File: src/rtl/core/apsel_pkg.sv
// package: shared types, constants and helper functions for the partition selector
`timescale 1ns / 1ps

package apsel_pkg;

  localparam int unsigned SeedW  = 10;
  localparam int unsigned CntW   = 3;
  localparam int unsigned CoordW = 4;
  localparam int unsigned SumW   = 6;
  localparam int unsigned PartW  = 2;

  // hash multiplier
  localparam logic [31:0] HashMul = 32'hEEDE0891;

  // shift amounts applied to the squared nibbles
  localparam logic [2:0] ShNarrow = 3'd4;
  localparam logic [2:0] ShMid    = 3'd5;
  localparam logic [2:0] ShWide   = 3'd6;

  // partition counts: three selects the wide shift; sums are cleared below three and below four
  localparam logic [CntW-1:0] CntThree = 3'd3;
  localparam logic [CntW-1:0] CntFour  = 3'd4;

  // one texel transaction as it arrives
  typedef struct packed {
    logic [CoordW-1:0] z;
    logic [CoordW-1:0] y;
    logic [CoordW-1:0] x;
    logic [CntW-1:0]   cnt;
    logic [SeedW-1:0]  seed;
  } item_t;

  // per-texel controls carried beside the hash
  typedef struct packed {
    logic [CntW-1:0]   cnt;
    logic              seed0;
    logic              seed1;
    logic              seed4;
    logic [CoordW:0]   x;
    logic [CoordW:0]   y;
    logic [CoordW:0]   z;
  } ctl_t;

  // hash stage result
  typedef struct packed {
    logic        valid;
    logic [31:0] r;
    ctl_t        ctl;
  } hash_t;

  // weighted sums stage result
  typedef struct packed {
    logic            valid;
    logic [SumW-1:0] a;
    logic [SumW-1:0] b;
    logic [SumW-1:0] c;
    logic [SumW-1:0] d;
  } sums_t;

  // square a nibble, keep the low byte, shift right
  function automatic logic [3:0] sq_shift(input logic [3:0] nib, input logic [2:0] sh);
    logic [7:0] sq;
    logic [7:0] shifted;
    sq      = 8'(nib) * 8'(nib);
    shifted = sq >> sh;
    return shifted[3:0];
  endfunction

  // shifted square times a coordinate, modulo 64
  function automatic logic [SumW-1:0] weight(input logic [3:0] nib, input logic [2:0] sh,
                                             input logic [CoordW:0] coord);
    logic [3:0] s;
    logic [8:0] p;
    s = sq_shift(nib, sh);
    p = 9'(s) * 9'(coord);
    return p[SumW-1:0];
  endfunction

endpackage

File: src/rtl/core/apsel_hash.sv
// module: two-stage seed hash (xor-shift and multiply, then xor-shift and add mixing)
`timescale 1ns / 1ps

module apsel_hash (
  input  logic              clk_i,
  input  logic              rst_ni,
  input  logic              en_i,
  input  logic              in_valid_i,
  input  apsel_pkg::item_t  in_i,
  input  logic              small_mode_i,
  output apsel_pkg::hash_t  out_o
);
  import apsel_pkg::*;

  logic        a_valid_d, a_valid_q;
  logic [31:0] a_prod_d, a_prod_q;
  ctl_t        a_ctl_d, a_ctl_q;
  logic [31:0] key;
  logic [31:0] v0;
  logic [CntW-1:0] cnt_m1;

  logic        b_valid_q;
  logic [31:0] b_r_d, b_r_q;
  ctl_t        b_ctl_q;
  logic [31:0] v1, v2, v3, v4, v5;

  // stage a: key offset by count, first xor-shift and multiply, coordinates doubled in small mode
  always_comb begin
    cnt_m1    = in_i.cnt - 3'd1;
    key       = {19'd0, cnt_m1, in_i.seed};
    v0        = key ^ (key >> 15);
    a_prod_d  = v0 * HashMul;
    a_valid_d = in_valid_i;
    a_ctl_d.cnt   = in_i.cnt;
    a_ctl_d.seed0 = in_i.seed[0];
    a_ctl_d.seed1 = in_i.seed[1];
    a_ctl_d.seed4 = in_i.seed[4];
    a_ctl_d.x     = small_mode_i ? {in_i.x, 1'b0} : {1'b0, in_i.x};
    a_ctl_d.y     = small_mode_i ? {in_i.y, 1'b0} : {1'b0, in_i.y};
    a_ctl_d.z     = small_mode_i ? {in_i.z, 1'b0} : {1'b0, in_i.z};
  end

  // stage b: remaining mixing steps
  always_comb begin
    v1    = a_prod_q ^ (a_prod_q >> 5);
    v2    = v1 + (v1 << 16);
    v3    = v2 ^ (v2 >> 7);
    v4    = v3 ^ (v3 >> 3);
    v5    = v4 ^ (v4 << 6);
    b_r_d = v5 ^ (v5 >> 17);
  end

  // valid bits
  always_ff @(posedge clk_i or negedge rst_ni) begin
    if (!rst_ni) begin
      a_valid_q <= 1'b0;
      b_valid_q <= 1'b0;
    end else if (en_i) begin
      a_valid_q <= a_valid_d;
      b_valid_q <= a_valid_q;
    end
  end

  // payload registers
  always_ff @(posedge clk_i) begin
    if (en_i) begin
      a_prod_q <= a_prod_d;
      a_ctl_q  <= a_ctl_d;
      b_r_q    <= b_r_d;
      b_ctl_q  <= a_ctl_q;
    end
  end

  assign out_o.valid = b_valid_q;
  assign out_o.r     = b_r_q;
  assign out_o.ctl   = b_ctl_q;

`ifndef SYNTHESIS
  // an entering transaction reaches the stage b output through the stage a and stage b registers
  assert property (@(posedge clk_i) disable iff (!rst_ni)
    (en_i && in_valid_i) ##1 en_i |=> out_o.valid)
    else $error("apsel_hash: transaction lost between hash stages");
`endif

endmodule

File: src/rtl/core/apsel_weigh.sv
// module: shifted squared nibbles weight the coordinates into four 6-bit sums
`timescale 1ns / 1ps

module apsel_weigh (
  input  logic              clk_i,
  input  logic              rst_ni,
  input  logic              en_i,
  input  apsel_pkg::hash_t  hash_i,
  output apsel_pkg::sums_t  sums_o
);
  import apsel_pkg::*;

  logic [31:0]     r;
  logic [2:0]      wide, bit1, sa, sb, sc;
  logic [3:0]      nib_b_z;
  logic [SumW-1:0] a_d, b_d, c_d, d_d;
  logic            valid_q;
  logic [SumW-1:0] a_q, b_q, c_q, d_q;

  // shift selection from seed bits and count
  always_comb begin
    r    = hash_i.r;
    wide = (hash_i.ctl.cnt == CntThree) ? ShWide : ShMid;
    bit1 = hash_i.ctl.seed1 ? ShNarrow : ShMid;
    sa   = hash_i.ctl.seed0 ? bit1 : wide;
    sb   = hash_i.ctl.seed0 ? wide : bit1;
    sc   = hash_i.ctl.seed4 ? sa : sb;
  end

  // the four sums modulo 64, unused ones cleared
  always_comb begin
    nib_b_z = {r[1:0], r[31:30]};
    a_d = weight(r[3:0], sa, hash_i.ctl.x) + weight(r[7:4], sb, hash_i.ctl.y)
        + weight(r[29:26], sc, hash_i.ctl.z) + r[19:14];
    b_d = weight(r[11:8], sa, hash_i.ctl.x) + weight(r[15:12], sb, hash_i.ctl.y)
        + weight(nib_b_z, sc, hash_i.ctl.z) + r[15:10];
    c_d = weight(r[19:16], sa, hash_i.ctl.x) + weight(r[23:20], sb, hash_i.ctl.y)
        + weight(r[21:18], sc, hash_i.ctl.z) + r[11:6];
    d_d = weight(r[27:24], sa, hash_i.ctl.x) + weight(r[31:28], sb, hash_i.ctl.y)
        + weight(r[25:22], sc, hash_i.ctl.z) + r[7:2];
    if (hash_i.ctl.cnt < CntFour) begin
      d_d = '0;
    end
    if (hash_i.ctl.cnt < CntThree) begin
      c_d = '0;
    end
  end

  // valid bit
  always_ff @(posedge clk_i or negedge rst_ni) begin
    if (!rst_ni) begin
      valid_q <= 1'b0;
    end else if (en_i) begin
      valid_q <= hash_i.valid;
    end
  end

  // sum registers
  always_ff @(posedge clk_i) begin
    if (en_i) begin
      a_q <= a_d;
      b_q <= b_d;
      c_q <= c_d;
      d_q <= d_d;
    end
  end

  assign sums_o.valid = valid_q;
  assign sums_o.a     = a_q;
  assign sums_o.b     = b_q;
  assign sums_o.c     = c_q;
  assign sums_o.d     = d_q;

`ifndef SYNTHESIS
  // a count below three leaves the third and fourth sums at zero
  assert property (@(posedge clk_i) disable iff (!rst_ni)
    (en_i && hash_i.valid && hash_i.ctl.cnt < CntThree) |=> (sums_o.c == '0 && sums_o.d == '0))
    else $error("apsel_weigh: unused sums not cleared");
`endif

endmodule

File: src/rtl/core/apsel_pick.sv
// module: index of the largest sum, ties to the lower index, into the output register
`timescale 1ns / 1ps

module apsel_pick (
  input  logic                       clk_i,
  input  logic                       rst_ni,
  input  logic                       en_i,
  input  apsel_pkg::sums_t           sums_i,
  output logic                       valid_o,
  output logic [apsel_pkg::PartW-1:0] part_o
);
  import apsel_pkg::*;

  logic [PartW-1:0] part_d, part_q;
  logic             valid_q;

  // priority compare
  always_comb begin
    if (sums_i.a >= sums_i.b && sums_i.a >= sums_i.c && sums_i.a >= sums_i.d) begin
      part_d = 2'd0;
    end else if (sums_i.b >= sums_i.c && sums_i.b >= sums_i.d) begin
      part_d = 2'd1;
    end else if (sums_i.c >= sums_i.d) begin
      part_d = 2'd2;
    end else begin
      part_d = 2'd3;
    end
  end

  // valid bit
  always_ff @(posedge clk_i or negedge rst_ni) begin
    if (!rst_ni) begin
      valid_q <= 1'b0;
    end else if (en_i) begin
      valid_q <= sums_i.valid;
    end
  end

  // result register
  always_ff @(posedge clk_i) begin
    if (en_i) begin
      part_q <= part_d;
    end
  end

  assign valid_o = valid_q;
  assign part_o  = part_q;

`ifndef SYNTHESIS
  // with the upper sums cleared only partitions zero and one can win
  assert property (@(posedge clk_i) disable iff (!rst_ni)
    (en_i && sums_i.valid && sums_i.c == '0 && sums_i.d == '0) |=>
    (part_o == 2'd0 || part_o == 2'd1))
    else $error("apsel_pick: upper partition chosen with cleared sums");
`endif

endmodule

File: src/rtl/core/astc_partition_select.sv
// top level: texel partition selector, four-stage pipeline
`timescale 1ns / 1ps

//  channel   direction  transaction
//  s_axis    in         one texel: seed, count, x, y, z
//  m_axis    out        partition index of that texel
//  cfg       in         small block mode bit
//
// one texel per clock sustained while the output is not stalled; each result passes the
// registers hash multiply, hash mixing, weighted sums and compare in that order.
// reset clears the valid bits and the mode bit (normal block size).
// a stalled output freezes every stage together, so nothing is lost or repeated;
// the config channel is always ready.

module astc_partition_select (
  input  logic        clk_i,
  input  logic        rst_ni,
  input  logic        s_axis_tvalid,
  output logic        s_axis_tready,
  // [9:0] pattern_seed, [12:10] partition_count, [16:13] texel_x,
  // [20:17] texel_y, [24:21] texel_z, [31:25] zero
  input  logic [31:0] s_axis_tdata,
  output logic        m_axis_tvalid,
  input  logic        m_axis_tready,
  // [1:0] partition, [7:2] zero
  output logic [7:0]  m_axis_tdata,
  input  logic        cfg_valid_i,
  output logic        cfg_ready_o,
  input  logic        cfg_data_i
);
  import apsel_pkg::*;

  logic             small_mode_q;
  logic             en;
  item_t            item;
  hash_t            hash;
  sums_t            sums;
  logic             out_valid;
  logic [PartW-1:0] part;

  // configuration register
  assign cfg_ready_o = 1'b1;
  always_ff @(posedge clk_i or negedge rst_ni) begin
    if (!rst_ni) begin
      small_mode_q <= 1'b0;
    end else if (cfg_valid_i && cfg_ready_o) begin
      small_mode_q <= cfg_data_i;
    end
  end

  // pipeline advances unless a result is held
  assign en            = !out_valid || m_axis_tready;
  assign s_axis_tready = en;

  // unpack input transaction
  assign item = item_t'(s_axis_tdata[24:0]);

  apsel_hash u_hash (
    .clk_i        (clk_i),
    .rst_ni       (rst_ni),
    .en_i         (en),
    .in_valid_i   (s_axis_tvalid),
    .in_i         (item),
    .small_mode_i (small_mode_q),
    .out_o        (hash)
  );

  apsel_weigh u_weigh (
    .clk_i  (clk_i),
    .rst_ni (rst_ni),
    .en_i   (en),
    .hash_i (hash),
    .sums_o (sums)
  );

  apsel_pick u_pick (
    .clk_i   (clk_i),
    .rst_ni  (rst_ni),
    .en_i    (en),
    .sums_i  (sums),
    .valid_o (out_valid),
    .part_o  (part)
  );

  assign m_axis_tvalid = out_valid;
  assign m_axis_tdata  = {6'd0, part};

`ifndef SYNTHESIS
  // an accepted texel reaches the output once each later stage has advanced
  assert property (@(posedge clk_i) disable iff (!rst_ni)
    (s_axis_tvalid && s_axis_tready) ##1 en ##1 en ##1 en |=> m_axis_tvalid)
    else $error("astc_partition_select: transaction lost in pipeline");

  // an output whose weighted sums stage held no transaction is invented
  assert property (@(posedge clk_i) disable iff (!rst_ni)
    (en && !sums.valid) |=> !m_axis_tvalid)
    else $error("astc_partition_select: result without a transaction");

  // the config write lands the next cycle
  assert property (@(posedge clk_i) disable iff (!rst_ni)
    (cfg_valid_i && cfg_ready_o) |=> (small_mode_q == $past(cfg_data_i)))
    else $error("astc_partition_select: mode write not taken");
`endif

endmodule
File: config.mk
export PLATFORM = sky130hd
export DESIGN_NAME = astc_partition_select
export DESIGN_NICKNAME = d
export VERILOG_FILES = /design/src/rtl/core/apsel_pkg.sv /design/src/rtl/core/apsel_hash.sv /design/src/rtl/core/apsel_weigh.sv /design/src/rtl/core/apsel_pick.sv /design/src/rtl/core/astc_partition_select.sv
export SDC_FILE = /design/constraint.sdc
export NUM_CORES = 1
export LEC_CHECK = 0
export ABC_CLOCK_PERIOD_IN_PS = 18200
export BUFFER_PORTS_ARGS = -buffer_cell sky130_fd_sc_hd__buf_2
export CAP_MARGIN = 20
export CORE_MARGIN = 2
export CORE_UTILIZATION = 55
export CTS_CLUSTER_SIZE = 12
export DETAILED_ROUTE_END_ITERATION = 8
export PLACE_DENSITY = 0.71
export REMOVE_ABC_BUFFERS = 1
export SETUP_SLACK_MARGIN = 0.1
export SLEW_MARGIN = 10
export SYNTH_ARGS = -nofsm -noshare
export SYNTH_HDL_FRONTEND = slang
export SYNTH_HIERARCHICAL = 1
export SYNTH_SLANG_ARGS = --single-unit
File: constraint.sdc
create_clock -name clk_i -period 18.2 [get_ports clk_i]
set_clock_uncertainty 0.15 [all_clocks]
set_input_delay 1.82 -clock clk_i [delete_from_list [all_inputs] [get_ports clk_i]]
set_output_delay 1.82 -clock clk_i [all_outputs]
set_load 0.01 [all_outputs]
Word level (Yosys, flattened, before mapping)
Index checks and enable logic that the tools add are counted.
{ "op_classes": {"reduce_logical": 6, "n_eq_ne": 1, "n_mux": 10, "mul": 25, "addsub": 14, "order_cmp": 8, "bitwise": 5, "shifts": 12} }
{ "op_table": {"columns": ["op", "n"], "rows": [
  ["$mul 4x4->8", 12],
  ["$shr 8x3->4", 12],
  ["$add 6x6->6", 12],
  ["$mul 4x5->6", 12],
  ["$ge 6x6->1", 6],
  ["$add 32x32->32", 1],
  ["$mul 13x32->32 const B", 1],
  ["$xor 32x15->32", 1],
  ["$xor 32x25->32", 1],
  ["$xor 32x27->32", 1],
  ["$xor 32x29->32", 1],
  ["$xor 32x32->32", 1],
  ["$mux 4", 3],
  ["$mux 3", 3],
  ["$eq 3x2->1 const B", 1],
  ["$logic_and 1x1->1", 3],
  ["$lt 3x2->1 const B", 1],
  ["$lt 3x3->1 const B", 1],
  ["$mux 1", 3],
  ["$sub 3x1->3 const B", 1],
  ["$mux 2", 1],
  ["$reduce_or 2->1", 1],
  ["$logic_not 1->1", 1],
  ["$logic_or 1x1->1", 1]
]} }
{ "word_totals": {"regBits": 137, "output_inout_bits": 11, "wordCells": 114, "inputBits": 38} }

Logic depth before layout (Yosys ltp)
{ "depth": {"word_depth": 8, "mapped_depth": 30, "mapped_depth_nobuf": 29} }

Modules after synthesis
The synthesis kept the hierarchy.
{ "modules_own_cells": {"columns": ["mod", "instances", "cells_per_inst", "seq_area_each_um2", "area_each_um2"], "rows": [
  ["apsel_weigh", 1, 1220, 745.7, 10139.7],
  ["apsel_hash", 1, 785, 3173.0, 9431.5],
  ["apsel_pick", 1, 101, 85.1, 913.4],
  ["astc_partition_select", 1, 12, 25.0, 106.4]
]} }

Worst setup path after synthesis
No wires, ideal clock.
{ "synth_timing": {"path_kind": "flip-flop to flip-flop", "startpoint": "register u_hash.b_r_q[30]", "endpoint": "register u_weigh.d_q[5] (data pin)", "path_slack_ns": 10.875, "setup_time_ns": 0.255, "stages_incl_launch_ff": 30, "arrival_ns": 6.920, "required_ns": 17.795, "path_buffers": 1, "period_less_slack_ns": 7.325, "path_cell_list": "edfxtp_1 -> clkbuf_2 -> inv_1 -> nor2_1 -> and2_1 -> ha_1 -> a31o_2 -> a21o_1 -> a21oi_4 -> mux2_2 -> nand2b_1 -> nor2_1 -> nand2_1 -> fa_1 -> fa_1 -> inv_1 -> fa_1 -> fa_1 -> inv_1 -> fa_1 -> inv_1 -> ha_1 -> a21o_1 -> a21oi_1 -> xnor2_1 -> xnor2_1 -> xnor2_1 -> xnor2_1 -> xnor3_1 -> and2_1"} }
{ "synth_between": {"elab_chain_len": 6} }
{ "synth_lines": {"columns": ["element", "line_no", "text"], "rows": [
  ["from (decl)", "apsel_hash.sv:23", "logic [31:0] b_r_d, b_r_q;"],
  ["from (signal assigned)", "apsel_hash.sv:69", "b_r_q <= b_r_d;"],
  ["$mul 4x4->8", "apsel_pkg.sv:64", "sq = 8'(nib) * 8'(nib);"],
  ["$shr 8x3->4", "apsel_pkg.sv:65", "shifted = sq >> sh;"],
  ["$mul 4x5->6", "apsel_pkg.sv:75", "p = 9'(s) * 9'(coord);"],
  ["$add 6x6->6", "apsel_weigh.sv:39", "d_d = weight(r[27:24], sa, hash_i.ctl.x) + weight(r[31:28], sb, hash_i.ctl.y)"],
  ["$add 6x6->6 (2 in series)", "apsel_weigh.sv:40", "+ weight(r[25:22], sc, hash_i.ctl.z) + r[7:2];"],
  ["to (signal assigned)", "apsel_weigh.sv:64", "d_q <= d_d;"],
  ["to (decl)", "apsel_weigh.sv:18", "logic [SumW-1:0] a_q, b_q, c_q, d_q;"]
]} }
No other way between the ends.
A chain may end at the register's enable or synchronous reset.

Final worst setup path
Ends and elaborated chain as after synthesis.

==> key figures <==
Timing
  – Setup TNS: 0 ns
  – Final min period: 8.368 ns
  – Max_slew headroom: 28.64%
  – Hold Fails Final Rpt: 0
  – RSZ-0062 raised after global routing: false
  – Final setup viols: 0
  – Fmax: about 120 MHz
  – Max-slew violations: 0
  – Slew @ Worst Pin: between 1 and 1.5 ns
  – Final worst-path cycle share: ~46%

Logic synthesis
  – Syn. warnings: 6
  – Post-synthesis cell area: between 20000 and 25000 um2
  – Sequential element share of the synthesized area: approximately 20%
  – Most used DFF post-synth: edfxtp_1
  – Avg Inst Size Synth: approximately 9.7 um2
  – Synth cell types: 100
  – Synth async-reset ratio: around 3.7%
  – Number of synthesized flops with an enable pin: between 100 and 150
  – Yosys reg bits: around 140
  – Post-synthesis instance total: ~2100

Layout
  – Most common cell after layout, fill and taps aside: inv_1
  – Multi-input logic area: 15020 um2
  – Fill cell count: 3150
  – Highest-count cells in the layout ignoring fill and taps: inv_1, ha_1, fa_1
  – Layout area overhead: 5.226%
  – Layout cell share with drive strength beyond 1: 7.371%
  – Layout Nets: 2585
  – Seq. cell area: around 4000 um2

Routing
  – DRT Wirelength: around 51 mm
  – DR WL/cell: around 19 um
  – Initial drt markers: 1121
  – 1st-pass router iterations: 5
  – Vias per inst: 5.817
  – Post-DRT Antenna Nets: 0
  – Routed via count: approximately 15000
  – Drt drc: 0

Hold path
  – Min-delay worst type: reg -> reg
  – Min-delay src: u_hash/a_ctl_q[18]$_DFFE_PP_

Global route
  – GR Util All Layers: a little over a quarter
  – Global routing's busiest layer: met2
  – Largest net degree at the start of global routing: 81
  – Met2 Resource Use GR: approximately 44%
  – Total gr overflow: 0
  – Met3 Use GR: under 10%
  – First-pass GRT wire length: about 81 mm
  – Initial antenna violation count: 0
  – Number of global-route vias before repair: between 15000 and 20000
  – Met1 GRT Util: 36.72%

Setup path
  – CP Launch Point: u_hash/b_r_q[30]$_DFFE_PP_
  – Worst-path fanout max: 9
  – CP most frequent cell: fa_1
  – Reg2Reg Launch Point: u_hash/b_r_q[30]$_DFFE_PP_
  – Worst stage delay on the critical path: between 0.5 and 0.6 ns
  – WP data required: 18.25 ns
  – Worst path buffer plus inverter count: 4
  – Endpoint class of the critical path: register
  – Worst EP arrival: roughly 8.4 ns
  – Crit Path Class: reg -> reg
  – CP top delay family: adder cells
  – Critical path startpoint category: register
  – CP max stage cell: fa_1

Clocking
  – Clk slew on worst S/H paths: ~0.070 ns
  – Num CTS Buffers: 17
  – Clock Path Buffers: 2
  – Cts hold-fix bufs: 0
  – CTS sink count: roughly 140
  – Setup bufs post-CTS: 0
  – CTS tree: built
  – Total number of H-tree levels: 4
  – Clk Latency, worst-skew pair: 0.45 ns
  – Clock Tree Root: clkbuf_16
  – Resize count post-CTS: 0

Die
  – Site Rows: 70
  – Die Ht: 197.5 um
  – IO Count: 49
  – Die footprint: between 30000 and 40000 um2
  – Starting Density: 56.11%
  – Die width: just under 200 um
  – Placeable Area: 36700 um2

Placed design
  – I/O Buffers: 34
  – GPL Wtd Cong: between 0.9 and 1
  – Final HPWL from detailed placement: between 40 and 50 mm

Run
  – Max_cap viols: 0

Run status
  – Outcome: finished clean
==> worst register-to-register path: cells and delay by family (launching register included) <==
family          cells  cell delay, ns
xor+xnor            6            1.40
compound gates      7            1.78
flops               1            0.54
buf+inv             4            0.48
fa+ha+maj           7            3.16
simple gates        4            0.64
==> final timing paths <==
check	endpoint	slack, ns	cells after the start
worst max-delay path	u_weigh/d_q[5]$_SDFFCE_PN0P_	9.83	28
worst min-delay path	u_hash/out_o[18]$_DFFE_PP_	0.27	0
worst max register to register	u_weigh/d_q[5]$_SDFFCE_PN0P_	9.83	28
worst min register to register	u_hash/out_o[18]$_DFFE_PP_	0.27	0
max in group asynchronous	small_mode_q$_DFFE_PN0P_	16.74	1
min in group asynchronous	u_hash/a_valid_q$_DFFE_PN0P_	1.03	1
==> logic make-up (layout without fill, tap and decap cells) <==
family | count (synthesis) | after routing | synth area share (%)
mux | 25 | 25 | 1.349
simple gates | 551 | 551 | 13.99
other cells | 2 | 8 | 0.03647
flops | 135 | 135 | 19.57
fa+ha+maj | 430 | 430 | 32.69
xor+xnor | 277 | 277 | 13.85
buf+inv | 397 | 404 | 7.602
compound gates | 301 | 301 | 10.91
==> stage by stage <==
stage	hold slack [ns]	instance area, um2	cells	worst slack (ns)	util, %
floorplan	0.2503	20280	2056	10.88	-
global placement	0.2508	21110	2566	10.01	57.51
detailed placement	0.2545	21110	2566	9.870	57.51
CTS	0.2679	21660	2598	9.845	59.04
global route	0.2743	21660	2598	9.511	59.04
finish	0.2677	21670	2599	9.832	59.04
==> layer usage <==
metal  routed length, um  vias to the layer above  share of wire (%)
met1               22510                     7383                 45
met2               23370                      536                 46
met4                1560                        0                3.1
met5                   0                        -                  0
met3                3127                      104                6.2
li1                    -                     7096                  -
==> registers in the layout (all words and copies together) (netlist names), 2 cells and up <==
name,count
u_hash/a_ctl_q,19
u_hash/out_o,21
u_weigh/c_q,6
u_weigh/a_q,6
u_pick/part_o,2
u_weigh/d_q,6
u_weigh/b_q,6
u_hash/b_r_q,32
u_hash/a_prod_q,32
==> cells in the mapped netlist, types with 14 or more instances <==
cell | n | area [um2]
inv_1 | 329 | 1235
ha_1 | 250 | 3128
fa_1 | 180 | 3603
xnor2_1 | 167 | 1463
edfxtp_1 | 130 | 3904
and2_1 | 127 | 794.5
nand2_1 | 125 | 469.2
nor2_1 | 85 | 319.1
a21oi_1 | 76 | 380.4
xor2_1 | 75 | 656.9
nor3_1 | 50 | 250.2
o21ai_0 | 41 | 205.2
clkbuf_1 | 37 | 138.9
nand3_1 | 29 | 145.1
a21o_1 | 27 | 202.7
nor2b_1 | 26 | 162.7
nand2b_1 | 25 | 156.4
xnor3_1 | 19 | 427.9
mux2_2 | 18 | 202.7
and3_1 | 15 | 93.84
buf_2 | 14 | 70.07
nand4_1 | 14 | 87.58
==> final cells by class <==
type | instances | area share [%]
well taps | 468 | 2.703
inverters | 330 | 5.717
repair buffers | 42 | 1.063
diodes | 1 | 0.01155
clock buffers | 17 | 1.963
multi-input cells | 1591 | 69.34
flip-flops and latches | 135 | 18.59
clock inverters | 15 | 0.6121
Power is not shown: default switching activity piles up to over one toggle a cycle in this logic, so the estimate is an artifact.
